### src/rtl/opnc_pkg.sv
package opnc_pkg;

    localparam int MAX_DEGREE = 16;
    // index width for the recurrence tables and the degree step counter
    localparam int IDX_W      = $clog2(MAX_DEGREE);
    localparam int CFG_IDX_W  = 3;

    localparam logic [63:0] Q_ONE   = 64'h0000_0001_0000_0000;
    localparam logic [63:0] SAT_MAX = 64'h7FFF_FFFF_FFFF_FFFF;
    localparam logic [63:0] SAT_MIN = 64'h8000_0000_0000_0000;

    typedef enum logic [1:0] {
        OP_LOAD_A = 2'd0,
        OP_LOAD_B = 2'd1,
        OP_LOAD_W = 2'd2,
        OP_EVAL   = 2'd3
    } op_t;

    typedef enum logic [CFG_IDX_W-1:0] {
        CFG_ENABLED     = 3'd0,
        CFG_DEGREE      = 3'd1,
        CFG_OFFSET      = 3'd2,
        CFG_GAIN        = 3'd3,
        CFG_BASE_OFFSET = 3'd4,
        CFG_BASE_SLOPE  = 3'd5
    } cfg_idx_t;

    // operand pair fed to the shared multiplier
    typedef enum logic [2:0] {
        MS_GAIN  = 3'd0,
        MS_SLOPE = 3'd1,
        MS_T1    = 3'd2,
        MS_T2    = 3'd3,
        MS_W     = 3'd4
    } mul_sel_t;

    typedef struct packed {
        logic             take;
        logic             mul_start;
        mul_sel_t         mul_sel;
        logic             a_first;
        logic [IDX_W-1:0] j;
        logic             diff_en;
        logic             out_load;
    } dp_cmd_t;

    typedef struct packed {
        logic             mul_done;
        logic             enabled;
        logic [IDX_W-1:0] last_j;
    } dp_status_t;

endpackage

### src/rtl/opnc_ctrl.sv
module opnc_ctrl (
    input  logic                   clk,
    input  logic                   rst_n,
    input  logic                   in_valid,
    input  logic [1:0]             op,
    output logic                   in_stall,
    output logic                   out_valid,
    input  logic                   out_stall,
    output opnc_pkg::dp_cmd_t      cmd,
    input  opnc_pkg::dp_status_t   status
);

    localparam int IW = opnc_pkg::IDX_W;

    typedef enum logic [8:0] {
        S_IDLE  = 9'b000000001,
        S_GAIN  = 9'b000000010,
        S_SLOPE = 9'b000000100,
        S_RD    = 9'b000001000,
        S_DIFF  = 9'b000010000,
        S_T1    = 9'b000100000,
        S_T2    = 9'b001000000,
        S_W     = 9'b010000000,
        S_FIN   = 9'b100000000
    } state_t;

    state_t        state_reg, state_next;
    logic          issued_reg, issued_next;
    logic [IW-1:0] j_reg, j_next;
    logic          out_valid_reg, out_valid_next;

    always_comb
    begin
        state_next     = state_reg;
        issued_next    = issued_reg;
        j_next         = j_reg;
        out_valid_next = out_valid_reg && out_stall;

        cmd.take      = 1'b0;
        cmd.mul_start = 1'b0;
        cmd.mul_sel   = opnc_pkg::MS_GAIN;
        cmd.a_first   = 1'b0;
        cmd.j         = j_reg;
        cmd.diff_en   = 1'b0;
        cmd.out_load  = 1'b0;

        unique case (state_reg)
            S_IDLE:
            begin
                cmd.a_first = 1'b1;
                cmd.take    = in_valid;
                if (in_valid && op == opnc_pkg::OP_EVAL)
                begin
                    j_next     = '0;
                    state_next = status.enabled ? S_GAIN : S_FIN;
                end
            end
            S_GAIN:
            begin
                cmd.a_first   = 1'b1;
                cmd.mul_sel   = opnc_pkg::MS_GAIN;
                cmd.mul_start = !issued_reg;
                issued_next   = 1'b1;
                if (status.mul_done)
                begin
                    issued_next = 1'b0;
                    state_next  = S_SLOPE;
                end
            end
            S_SLOPE:
            begin
                cmd.a_first   = 1'b1;
                cmd.mul_sel   = opnc_pkg::MS_SLOPE;
                cmd.mul_start = !issued_reg;
                issued_next   = 1'b1;
                if (status.mul_done)
                begin
                    issued_next = 1'b0;
                    j_next      = '0;
                    state_next  = S_RD;
                end
            end
            S_RD:
            begin
                // let the table reads for this degree settle
                state_next = S_DIFF;
            end
            S_DIFF:
            begin
                cmd.diff_en = 1'b1;
                state_next  = S_T1;
            end
            S_T1:
            begin
                cmd.mul_sel   = opnc_pkg::MS_T1;
                cmd.mul_start = !issued_reg;
                issued_next   = 1'b1;
                if (status.mul_done)
                begin
                    issued_next = 1'b0;
                    state_next  = S_T2;
                end
            end
            S_T2:
            begin
                cmd.mul_sel   = opnc_pkg::MS_T2;
                cmd.mul_start = !issued_reg;
                issued_next   = 1'b1;
                if (status.mul_done)
                begin
                    issued_next = 1'b0;
                    state_next  = S_W;
                end
            end
            S_W:
            begin
                cmd.mul_sel   = opnc_pkg::MS_W;
                cmd.mul_start = !issued_reg;
                issued_next   = 1'b1;
                if (status.mul_done)
                begin
                    issued_next = 1'b0;
                    if (j_reg == status.last_j)
                    begin
                        state_next = S_FIN;
                    end
                    else
                    begin
                        j_next     = j_reg + IW'(1);
                        state_next = S_RD;
                    end
                end
            end
            S_FIN:
            begin
                // hold until the output register is free
                if (!out_valid_reg || !out_stall)
                begin
                    cmd.out_load   = 1'b1;
                    out_valid_next = 1'b1;
                    state_next     = S_IDLE;
                end
            end
            default:
            begin
                state_next = S_IDLE;
            end
        endcase
    end

    always_ff @(posedge clk or negedge rst_n)
    begin
        if (!rst_n)
        begin
            state_reg     <= S_IDLE;
            issued_reg    <= 1'b0;
            j_reg         <= '0;
            out_valid_reg <= 1'b0;
        end
        else
        begin
            state_reg     <= state_next;
            issued_reg    <= issued_next;
            j_reg         <= j_next;
            out_valid_reg <= out_valid_next;
        end
    end

    assign in_stall  = (state_reg != S_IDLE);
    assign out_valid = out_valid_reg;

endmodule

### config.mk
export PLATFORM = sky130hd
export DESIGN_NAME = opnc_ctrl
export DESIGN_NICKNAME = d
export VERILOG_FILES = /design/src/rtl/opnc_pkg.sv /design/src/rtl/opnc_ctrl.sv
export SDC_FILE = /design/constraint.sdc
export NUM_CORES = 1
export LEC_CHECK = 0
export BUFFER_PORTS_ARGS = -buffer_cell sky130_fd_sc_hd__buf_2
export CORE_ASPECT_RATIO = 1.2
export CORE_MARGIN = 3
export CORE_UTILIZATION = 52
export DETAILED_ROUTE_END_ITERATION = 16
export GPL_ROUTABILITY_DRIVEN = 0
export PLACE_DENSITY = 0.8
export SLEW_MARGIN = 20
export SYNTH_ARGS = -nofsm -noshare
export SYNTH_HDL_FRONTEND = slang
export SYNTH_SLANG_ARGS = --single-unit
### constraint.sdc
create_clock -name clk -period 2.9 [get_ports clk]
set_clock_uncertainty 0.1 [all_clocks]
set_input_delay 0.29 -clock clk [delete_from_list [all_inputs] [get_ports clk]]
set_output_delay 0.29 -clock clk [all_outputs]
set_load 0.01 [all_outputs]
==> results of run 1 <==
power by group:
group	switching, mW	total, mW	internal, mW
clock network	0.0694	0.121	0.0514
logic	0.304	0.513	0.208
registers	0.0787	0.347	0.268
synthesized netlist by cell type, types with 3 or more instances:
master   number  area share
dfrtp_1      14        0.34
nand2_1      14       0.051
nor2_1       10       0.037
nand3_1       9       0.044
inv_1         5       0.018
xor2_1        5       0.043
nor3_1        4       0.020
and3_1        3       0.018
o31ai_1       3       0.022
per-stage QoR:
step,power [mW],worst slack [ns],hold WS [ns],std cells,area [µm²]
final,0.981,0.552,0.128,155,1170
after global routing,1.08,0.337,0.136,155,1170
after CTS,0.986,0.546,0.124,155,1170
after detailed placement,0.862,0.568,0.111,150,1130
after global placement,0.852,0.611,0.113,150,1130
after floorplan,0.751,0.762,-0.106,112,1030
logic make-up (layout without fill, tap and decap cells):
family	count (synthesis)	after routing
muxes	2	2
buffers and inverters	10	35
AOI/OAI and AO/OA	19	19
DFF	15	15
adders and majority gates	1	1
and+or+nand+nor	58	58
xor gates and xnor gates	7	7
worst max path at each step:
stage                         to  slack [ns]  cells past startpoint
global route            j_reg[1]        0.34                      5
detailed placement  state_reg[0]        0.57                      6
finish              state_reg[0]        0.55                      6
global placement        j_reg[1]        0.61                      5
CTS                 state_reg[0]        0.55                      6
floorplan               j_reg[1]        0.76                      5
metal layers:
layer / wire, µm / global-route usage
met2: 1080 / 0.339
met1: 920 / 0.247
met4: 46 / 0.133
met3: 113 / 0.0461
met5: 0 / 0
layout make-up:
| type | count | area (µm²) |
|---|---|---|
| Multi-Input combinational cell | 87 | 591 |
| Fill cell | 142 | 571 |
| Sequential cell | 15 | 377 |
| Timing Repair Buffer | 26 | 135 |
| Clock buffer | 3 | 22.5 |
| Tap cell | 18 | 22.5 |
| Inverter | 5 | 18.8 |
| Clock inverter | 1 | 5.00 |
==> impl_metrics.json, run 1 <==
{
  "layout_common_cells": "buf_2, nand2_1, dfrtp_1",
  "path_cells": "nor4_4 -> nand2_1 -> or4_4 -> o311ai_2 -> a31oi_1 -> a31o_1",
  "drtPass1Iterations": 4,
  "numCtsBuffers": 3,
  "finalMaxSlewViolations": 0,
  "max_stage_delay_ns": 0.55,
  "root_buffer": "clkbuf_4",
  "final_core_util": 0.672,
  "postRouteAntennaNets": 0,
  "netlist_area_um2": 1030,
  "rr_worst_depth": 6,
  "io_pins": 26,
  "setup_tns_ns": 0,
  "p_leak_nw": 0.598,
  "cp_max_fo": 11,
  "fmax_mhz": 426,
  "slew_headroom": 0.507,
  "synth-compound-area-share": 0.141,
  "required_ns": 3.03,
  "ys.flop_type": "dfrtp_1",
  "clk_latency_ns": 0.29,
  "fin_crit_ns": 2.35,
  "syn_to_final_growth_pct": 14.1,
  "grt_max_degree": 16,
  "synthAdderAreaFrac": 0.0122,
  "cts_resized": 0,
  "reg2reg_from": "state_reg[1]",
  "critPathSlowestCell": "or4_4",
  "arrival_ns": 2.47,
  "die_area_um2": 2540,
  "synth-seq-cells": 15,
  "io_buffers": 25,
  "rsz0062_at_grt": "false",
  "synthArstFlopShare": 1.00,
  "startpoint": "state_reg[1]",
  "synth_cells": 112,
  "ctsHoldBuffers": 1,
  "whs_endpoint": "issued_reg",
  "dr.first_iter.drc_count": 16,
  "synth_mux_area_frac": 0.0195,
  "cts_sinks": 15,
  "postRouteWirelength_um": 2160,
  "path_clk_slew_ns": 0.09,
  "largest_reg_flops": 9,
  "grtUsageTotal": 0.210,
  "cts_tree": "built",
  "synthesis.nets": 125,
  "startpoint_type": "register",
  "reg2reg_slack_ns": 0.55,
  "row_count": 16,
  "fin_nets": 151,
  "synth_top_family_by_area": "simple AND/OR/NAND/NOR gates",
  "drive_above_1_share": 0.277,
  "grt_pass1_wl_um": 3730,
  "whs_path_depth": 2,
  "die_x_um": 46.6,
  "vdd_drop_max_mv": 0.686,
  "grt.overflow.total": 0,
  "synth_xor_area_frac": 0.0598,
  "hold_start": "status[5]",
  "clk_path_buf_depth": 2,
  "yosysSeqAreaShare": 0.367,
  "crit_buf_inv": 0,
  "core_um2": 1740,
  "synth-edff-count": 0,
  "avgSynthCellArea_um2": 9.16,
  "finalSetupViolCount": 0,
  "layout_commonest_cell": "buf_2",
  "first_global_vias": 869,
  "critPathTopFamily": "simple AND/OR/NAND/NOR gates",
  "synth_cell_types": 43,
  "drc": 0,
  "post_drt_via_cell_ratio": 6.05,
  "p_per_area_nw_per_um2": 837,
  "synthSimpleGateAreaFrac": 0.343,
  "die_y_um": 54.7,
  "drv_cap": 0,
  "cp-end-kind": "register",
  "post_cts_buffers": 0,
  "tightest_slew_ns": 0.738,
  "fin_crit_sh": 0.810,
  "vias": 937,
  "h-tree-depth": 1,
  "finalHoldViolCount": 0,
  "dp_hpwl_um": 1710,
  "status": "finished, final reports clean",
  "synth_warnings": 0,
  "hold_path_class": "input pin to register",
  "reg2reg_to": "state_reg[0]",
  "antennaDiodeCount": 0,
  "worstSetupPathType": "register to register",
  "routedWlPerCell_um": 14.0,
  "start_util": 0.589,
  "antenna_found_initial": 0
}
No activity file was read; power rests on OpenSTA's default activity.
==> run 2, diff against run 1 <==
Settings changed: ABC_AREA from default to 1, CORE_UTILIZATION 52 to 54, PLACE_DENSITY 0.8 to 0.81.
Clock period 2.9 ns to 2.4 ns, I/O delays scaled along.
==> impl_metrics.json, run 2 <==
{
  "max_stage_delay_ns": 0.42,
  "synth_area_leaders": "dfrtp_1, nand2_1, nor2_1",
  "drt-met1-wl_um": 1240,
  "power.share.combinational": 0.633,
  "clk_latency_ns": 0.30,
  "synth_common_cells": "nand2_1, nor2_1, inv_1, dfrtp_1, nand3_1",
  "critPathTopFamily": "simple AND/OR/NAND/NOR gates",
  "critPathSlowestCell": "dfrtp_1",
  "tightest_slew_ns": 0.419,
  "grt_max_degree": 16,
  "path_cells": "inv_1 -> nand3_1 -> nor2_2 -> nor2_1 -> nand3_2 -> inv_1 -> nor2_1 -> buf_2",
  "synth_warnings": 0,
  "synth-seq-cells": 15,
  "p_leak_nw": 0.884,
  "synthesis.nets": 201,
  "root_buffer": "clkbuf_4",
  "grt_pass1_wl_um": 5180,
  "cts_sinks": 15,
  "crit_buf_inv": 3,
  "met3_length_um": 171,
  "cp_max_fo": 15,
  "vdd_drop_max_mv": 0.745,
  "dr_wl_met2_um": 1470,
  "power.switching_uw": 729,
  "fin_crit_ns": 2.23,
  "cp-end-kind": "output pin",
  "clk_path_buf_depth": 2,
  "finalSetupViolCount": 0,
  "die_area_um2": 2920,
  "numCtsBuffers": 3,
  "io_pins": 26,
  "layout_commonest_cell": "nand2_1",
  "p_clk_frac": 0.114,
  "synthArstFlopShare": 1.00,
  "synth_cell_types": 24,
  "cts_resized": 0,
  "internal-power_uw": 661,
  "slew_headroom": 0.720,
  "synth_cells": 188,
  "finalPower_mw": 1.39,
  "h-tree-depth": 1,
  "dp_hpwl_um": 2400,
  "required_ns": 2.06,
  "arrival_ns": 1.89,
  "hold_path_class": "input pin to register",
  "fmax_mhz": 449,
  "pwr-share-seq": 0.253,
  "yosysSeqAreaShare": 0.303,
  "die_x_um": 49.8,
  "cts_tree": "built",
  "synth_area_leader_cell": "dfrtp_1",
  "yosysTopAreaCellShare": 0.282,
  "yosysMostFrequentCell": "nand2_1",
  "drtPass1Iterations": 4,
  "finalHoldViolCount": 0,
  "die_y_um": 58.6,
  "first_global_vias": 1265,
  "postRouteWirelength_um": 2950,
  "startpoint_type": "register",
  "fin_nets": 231,
  "finalMaxSlewViolations": 0,
  "rsz0062_at_grt": "false",
  "vias": 1273,
  "post_drt_via_cell_ratio": 5.15,
  "dr.first_iter.drc_count": 65,
  "io_buffers": 25,
  "drv_cap": 0,
  "drive_above_1_share": 0.263,
  "postRouteAntennaNets": 0,
  "syn_to_final_growth_pct": 15.7,
  "p_per_area_nw_per_um2": 966,
  "grt.overflow.total": 0,
  "routedWlPerCell_um": 11.9,
  "worstSetupPathType": "register to output pin",
  "largest_reg_flops": 9,
  "netlist_area_um2": 1240,
  "topRoutingLayerUsed": "met4",
  "antennaDiodeCount": 0,
  "layout_common_cells": "nand2_1, nor2_1, buf_2",
  "ys.flop_type": "dfrtp_1",
  "status": "finished, final reports clean",
  "row_count": 18,
  "synth-edff-count": 0,
  "drc": 0,
  "core_um2": 2120,
  "antenna_found_initial": 0,
  "avgSynthCellArea_um2": 6.62,
  "grtUsageTotal": 0.227,
  "setup_tns_ns": 0,
  "switching_share": 0.524,
  "fin_crit_sh": 0.928,
  "start_util": 0.587,
  "path_clk_slew_ns": 0.10
}
## run 2: per-stage QoR
stage                     utilization  setup slack, ns  cell area [µm²]  hold WS, ns  std cells
after floorplan                     -            0.822             1240       -0.156        188
after global placement          0.663            0.593             1400       0.0663        242
after detailed placement        0.663            0.531             1400       0.0680        242
after CTS                       0.680            0.180             1440       0.0495        247
after global routing            0.680           0.0216             1440       0.0792        247
final                           0.680            0.173             1440       0.0452        247
## run 2: what timing repair did
action                                  4_1_cts  5_1_grt
endpoints found under the setup margin        0        0
hold buffers                                  1        0
hold endpoints to repair                     14        0
buffers inserted                              0        0
## run 2: power by group through the flow
stage | sequential, mW | clock, mW | combinational [mW]
after floorplan | 0.353 | 0 | 0.683
after global routing | 0.357 | 0.169 | 0.975
after global placement | 0.354 | 0 | 0.859
final | 0.352 | 0.158 | 0.880
after CTS | 0.352 | 0.161 | 0.885
after detailed placement | 0.356 | 0 | 0.880
## run 2: kinds of logic (layout without fill, tap and decap cells)
family | count (synthesis) | after routing | synth area share
buffers and inverters | 29 | 58 | 0.0895
xor gates and xnor gates | 4 | 4 | 0.0282
DFF | 15 | 15 | 0.303
and+or+nand+nor | 135 | 135 | 0.552
AOI/OAI and AO/OA | 4 | 4 | 0.0171
adders and majority gates | 1 | 1 | 0.0101
## run 2: final timing paths
kind / startpoint / endpoint / slack [ns] / cells after the start
setup / recovery: state_reg[8] / cmd[10] / 0.17 / 8
hold / removal: out_stall / out_valid / 0.05 / 3
setup reg to reg: state_reg[8] / j_reg[3] / 0.62 / 8
hold reg to reg: issued_reg / issued_reg / 0.39 / 2
max in group asynchronous: rst_n / state_reg[0] / 1.63 / 2
min in group asynchronous: rst_n / state_reg[4] / 0.26 / 2
## run 2: worst register-to-register path: stages, from the launching register on
cell     delay, ns
dfrtp_1       0.42
inv_1         0.34
nand3_1       0.15
nor2_2        0.21
inv_2         0.09
nand3_2       0.12
nand3_2       0.12
nand2_1       0.08
nand2_1       0.05
## run 2: metal layers
| layer | track usage | up-vias |
|---|---|---|
| li1 | - | 647 |
| met1 | 0.272 | 561 |
| met2 | 0.393 | 57 |
| met3 | 0.0405 | 8 |
| met4 | 0.107 | 0 |
| met5 | 0 | - |
## run 2: layout make-up
class	instances	area, µm²
Tap cell	30	37.5
Inverter	28	108
Clock buffer	4	26.3
Timing Repair Buffer	26	135
Fill cell	203	678
Sequential cell	15	377
Multi-Input combinational cell	144	756
==> run 3, diff against run 2 <==
--- a/config.mk
+++ b/config.mk
@@ -11,4 +11,5 @@
 export CORE_MARGIN = 3
 export CORE_UTILIZATION = 54
+export CTS_CLUSTER_DIAMETER = 40
 export DETAILED_ROUTE_END_ITERATION = 16
 export GPL_ROUTABILITY_DRIVEN = 0
==> constraint.sdc (replaced) <==
create_clock -name clk -period 2.4 [get_ports clk]
set_clock_uncertainty 0.1 [all_clocks]
set_input_delay 0.12 -clock clk [delete_from_list [all_inputs] [get_ports clk]]
set_output_delay 0.12 -clock clk [all_outputs]
set_load 0.01 [all_outputs]
==> impl_metrics.json, run 3 (synthesis gave the netlist of run 2 again) <==
{
  "slew_headroom": 0.709,
  "die_area_um2": 2920,
  "cp_max_fo": 15,
  "h-tree-depth": 1,
  "row_count": 18,
  "routedWlPerCell_um": 11.9,
  "grt.overflow.total": 0,
  "hold_start": "status[4]",
  "start_util": 0.587,
  "tightest_slew_ns": 0.437,
  "postRouteWirelength_um": 2950,
  "clk_latency_ns": 0.30,
  "die_x_um": 49.8,
  "fin_crit_sh": 0.902,
  "layout_commonest_cell": "nand2_1",
  "hold_path_class": "input pin to register",
  "cts_sinks": 15,
  "vdd_drop_max_mv": 0.710,
  "first_global_vias": 1199,
  "finalMaxSlewViolations": 0,
  "required_ns": 2.18,
  "worstSetupPathType": "register to output pin",
  "finalHoldViolCount": 0,
  "drv_cap": 0,
  "setup_tns_ns": 0,
  "p_per_area_nw_per_um2": 960,
  "largest_reg_flops": 9,
  "grt_max_degree": 16,
  "dr.first_iter.drc_count": 41,
  "clk_path_buf_depth": 2,
  "max_stage_delay_ns": 0.42,
  "dp_hpwl_um": 2310,
  "io_pins": 26,
  "path_cells": "inv_1 -> nand3_1 -> nor2_2 -> nor2_1 -> nand3_2 -> inv_1 -> nor2_1 -> buf_2",
  "fin_crit_ns": 2.17,
  "die_y_um": 58.6,
  "reg2reg_slack_ns": 0.59,
  "reg2reg_from": "state_reg[8]",
  "grt_pass1_wl_um": 5040,
  "startpoint_type": "register",
  "whs_endpoint": "state_reg[8]",
  "antennaDiodeCount": 0,
  "status": "finished, final reports clean",
  "drc": 0,
  "grtUsageTotal": 0.223,
  "reg2reg_to": "state_reg[6]",
  "finalSetupViolCount": 0,
  "vias": 1281,
  "antenna_found_initial": 0,
  "p_leak_nw": 0.888,
  "final_core_util": 0.684,
  "fin_nets": 232,
  "postRouteAntennaNets": 0,
  "cp-end-kind": "output pin",
  "root_buffer": "clkbuf_4",
  "whs_path_depth": 4,
  "drtPass1Iterations": 7,
  "fmax_mhz": 462,
  "numCtsBuffers": 3,
  "rr_worst_depth": 8,
  "drive_above_1_share": 0.261,
  "rsz0062_at_grt": "false",
  "core_um2": 2120,
  "layout_common_cells": "nand2_1, nor2_1, buf_2",
  "io_buffers": 25,
  "syn_to_final_growth_pct": 16.5,
  "post_drt_via_cell_ratio": 5.17,
  "critPathSlowestCell": "dfrtp_1",
  "arrival_ns": 1.95,
  "path_clk_slew_ns": 0.10,
  "cts_tree": "built"
}
==> run 3: cell types whose count changed in the layout (fill, tap and decap cells not counted), sizes merged <==
cell,delta
dlygate4sd3,+1
==> run 3: cell type report <==
class	count	area (µm²)
Clock buffer	4	26.3
Inverter	28	108
Timing Repair Buffer	27	145
Fill cell	227	668
Sequential cell	15	377
Tap cell	30	37.5
Multi-Input combinational cell	144	756
==> run 3: how the worst max path moves through the flow <==
stage	startpoint	slack, ns	endpoint
after floorplan	state_reg[6]	0.93	state_reg[7]
after global placement	state_reg[8]	0.70	cmd[10]
after detailed placement	state_reg[8]	0.61	cmd[10]
after CTS	state_reg[8]	0.27	cmd[10]
after global routing	state_reg[8]	0.1	cmd[10]
final	state_reg[8]	0.23	cmd[10]
==> run 3: power by group <==
group          switching [mW]  total, mW  internal (mW)
clock                  0.0930      0.158         0.0649
combinational           0.591      0.878          0.287
sequential             0.0445      0.354          0.310
==> run 3: what timing repair did <==
| action | in CTS | in global routing |
|---|---|---|
| buffers inserted | 0 | 0 |
| endpoints found under the hold margin | 16 | 0 |
| resized for setup | 0 | 0 |
| hold buffers | 2 | 0 |
==> run 3: through the flow <==
stage | worst slack [ns] | instances | total power [mW] | instance area, µm² | hold WS, ns
CTS | 0.273 | 248 | 1.39 | 1450 | 0.0358
finish | 0.235 | 248 | 1.39 | 1450 | 0.0324
global route | 0.0964 | 248 | 1.51 | 1450 | 0.0678
detailed placement | 0.615 | 242 | 1.23 | 1400 | -0.0492
floorplan | 0.928 | 188 | 1.04 | 1240 | -0.276
global placement | 0.702 | 242 | 1.20 | 1400 | -0.0565
==> run 3: worst max-delay path, delay by kind of cell (launching register included) <==
kind                   cells  cell delay [ns]
and+or+nand+nor            5             0.69
buffers and inverters      3             0.54
DFF                        1             0.42
==> run 3: layer usage <==
layer / wire length, µm / vias up / track usage
li1: - / 647 / -
met1: 1280 / 589 / 0.263
met2: 1450 / 40 / 0.397
met3: 176 / 5 / 0.0380
met4: 50 / 0 / 0.0988
met5: 0 / - / 0
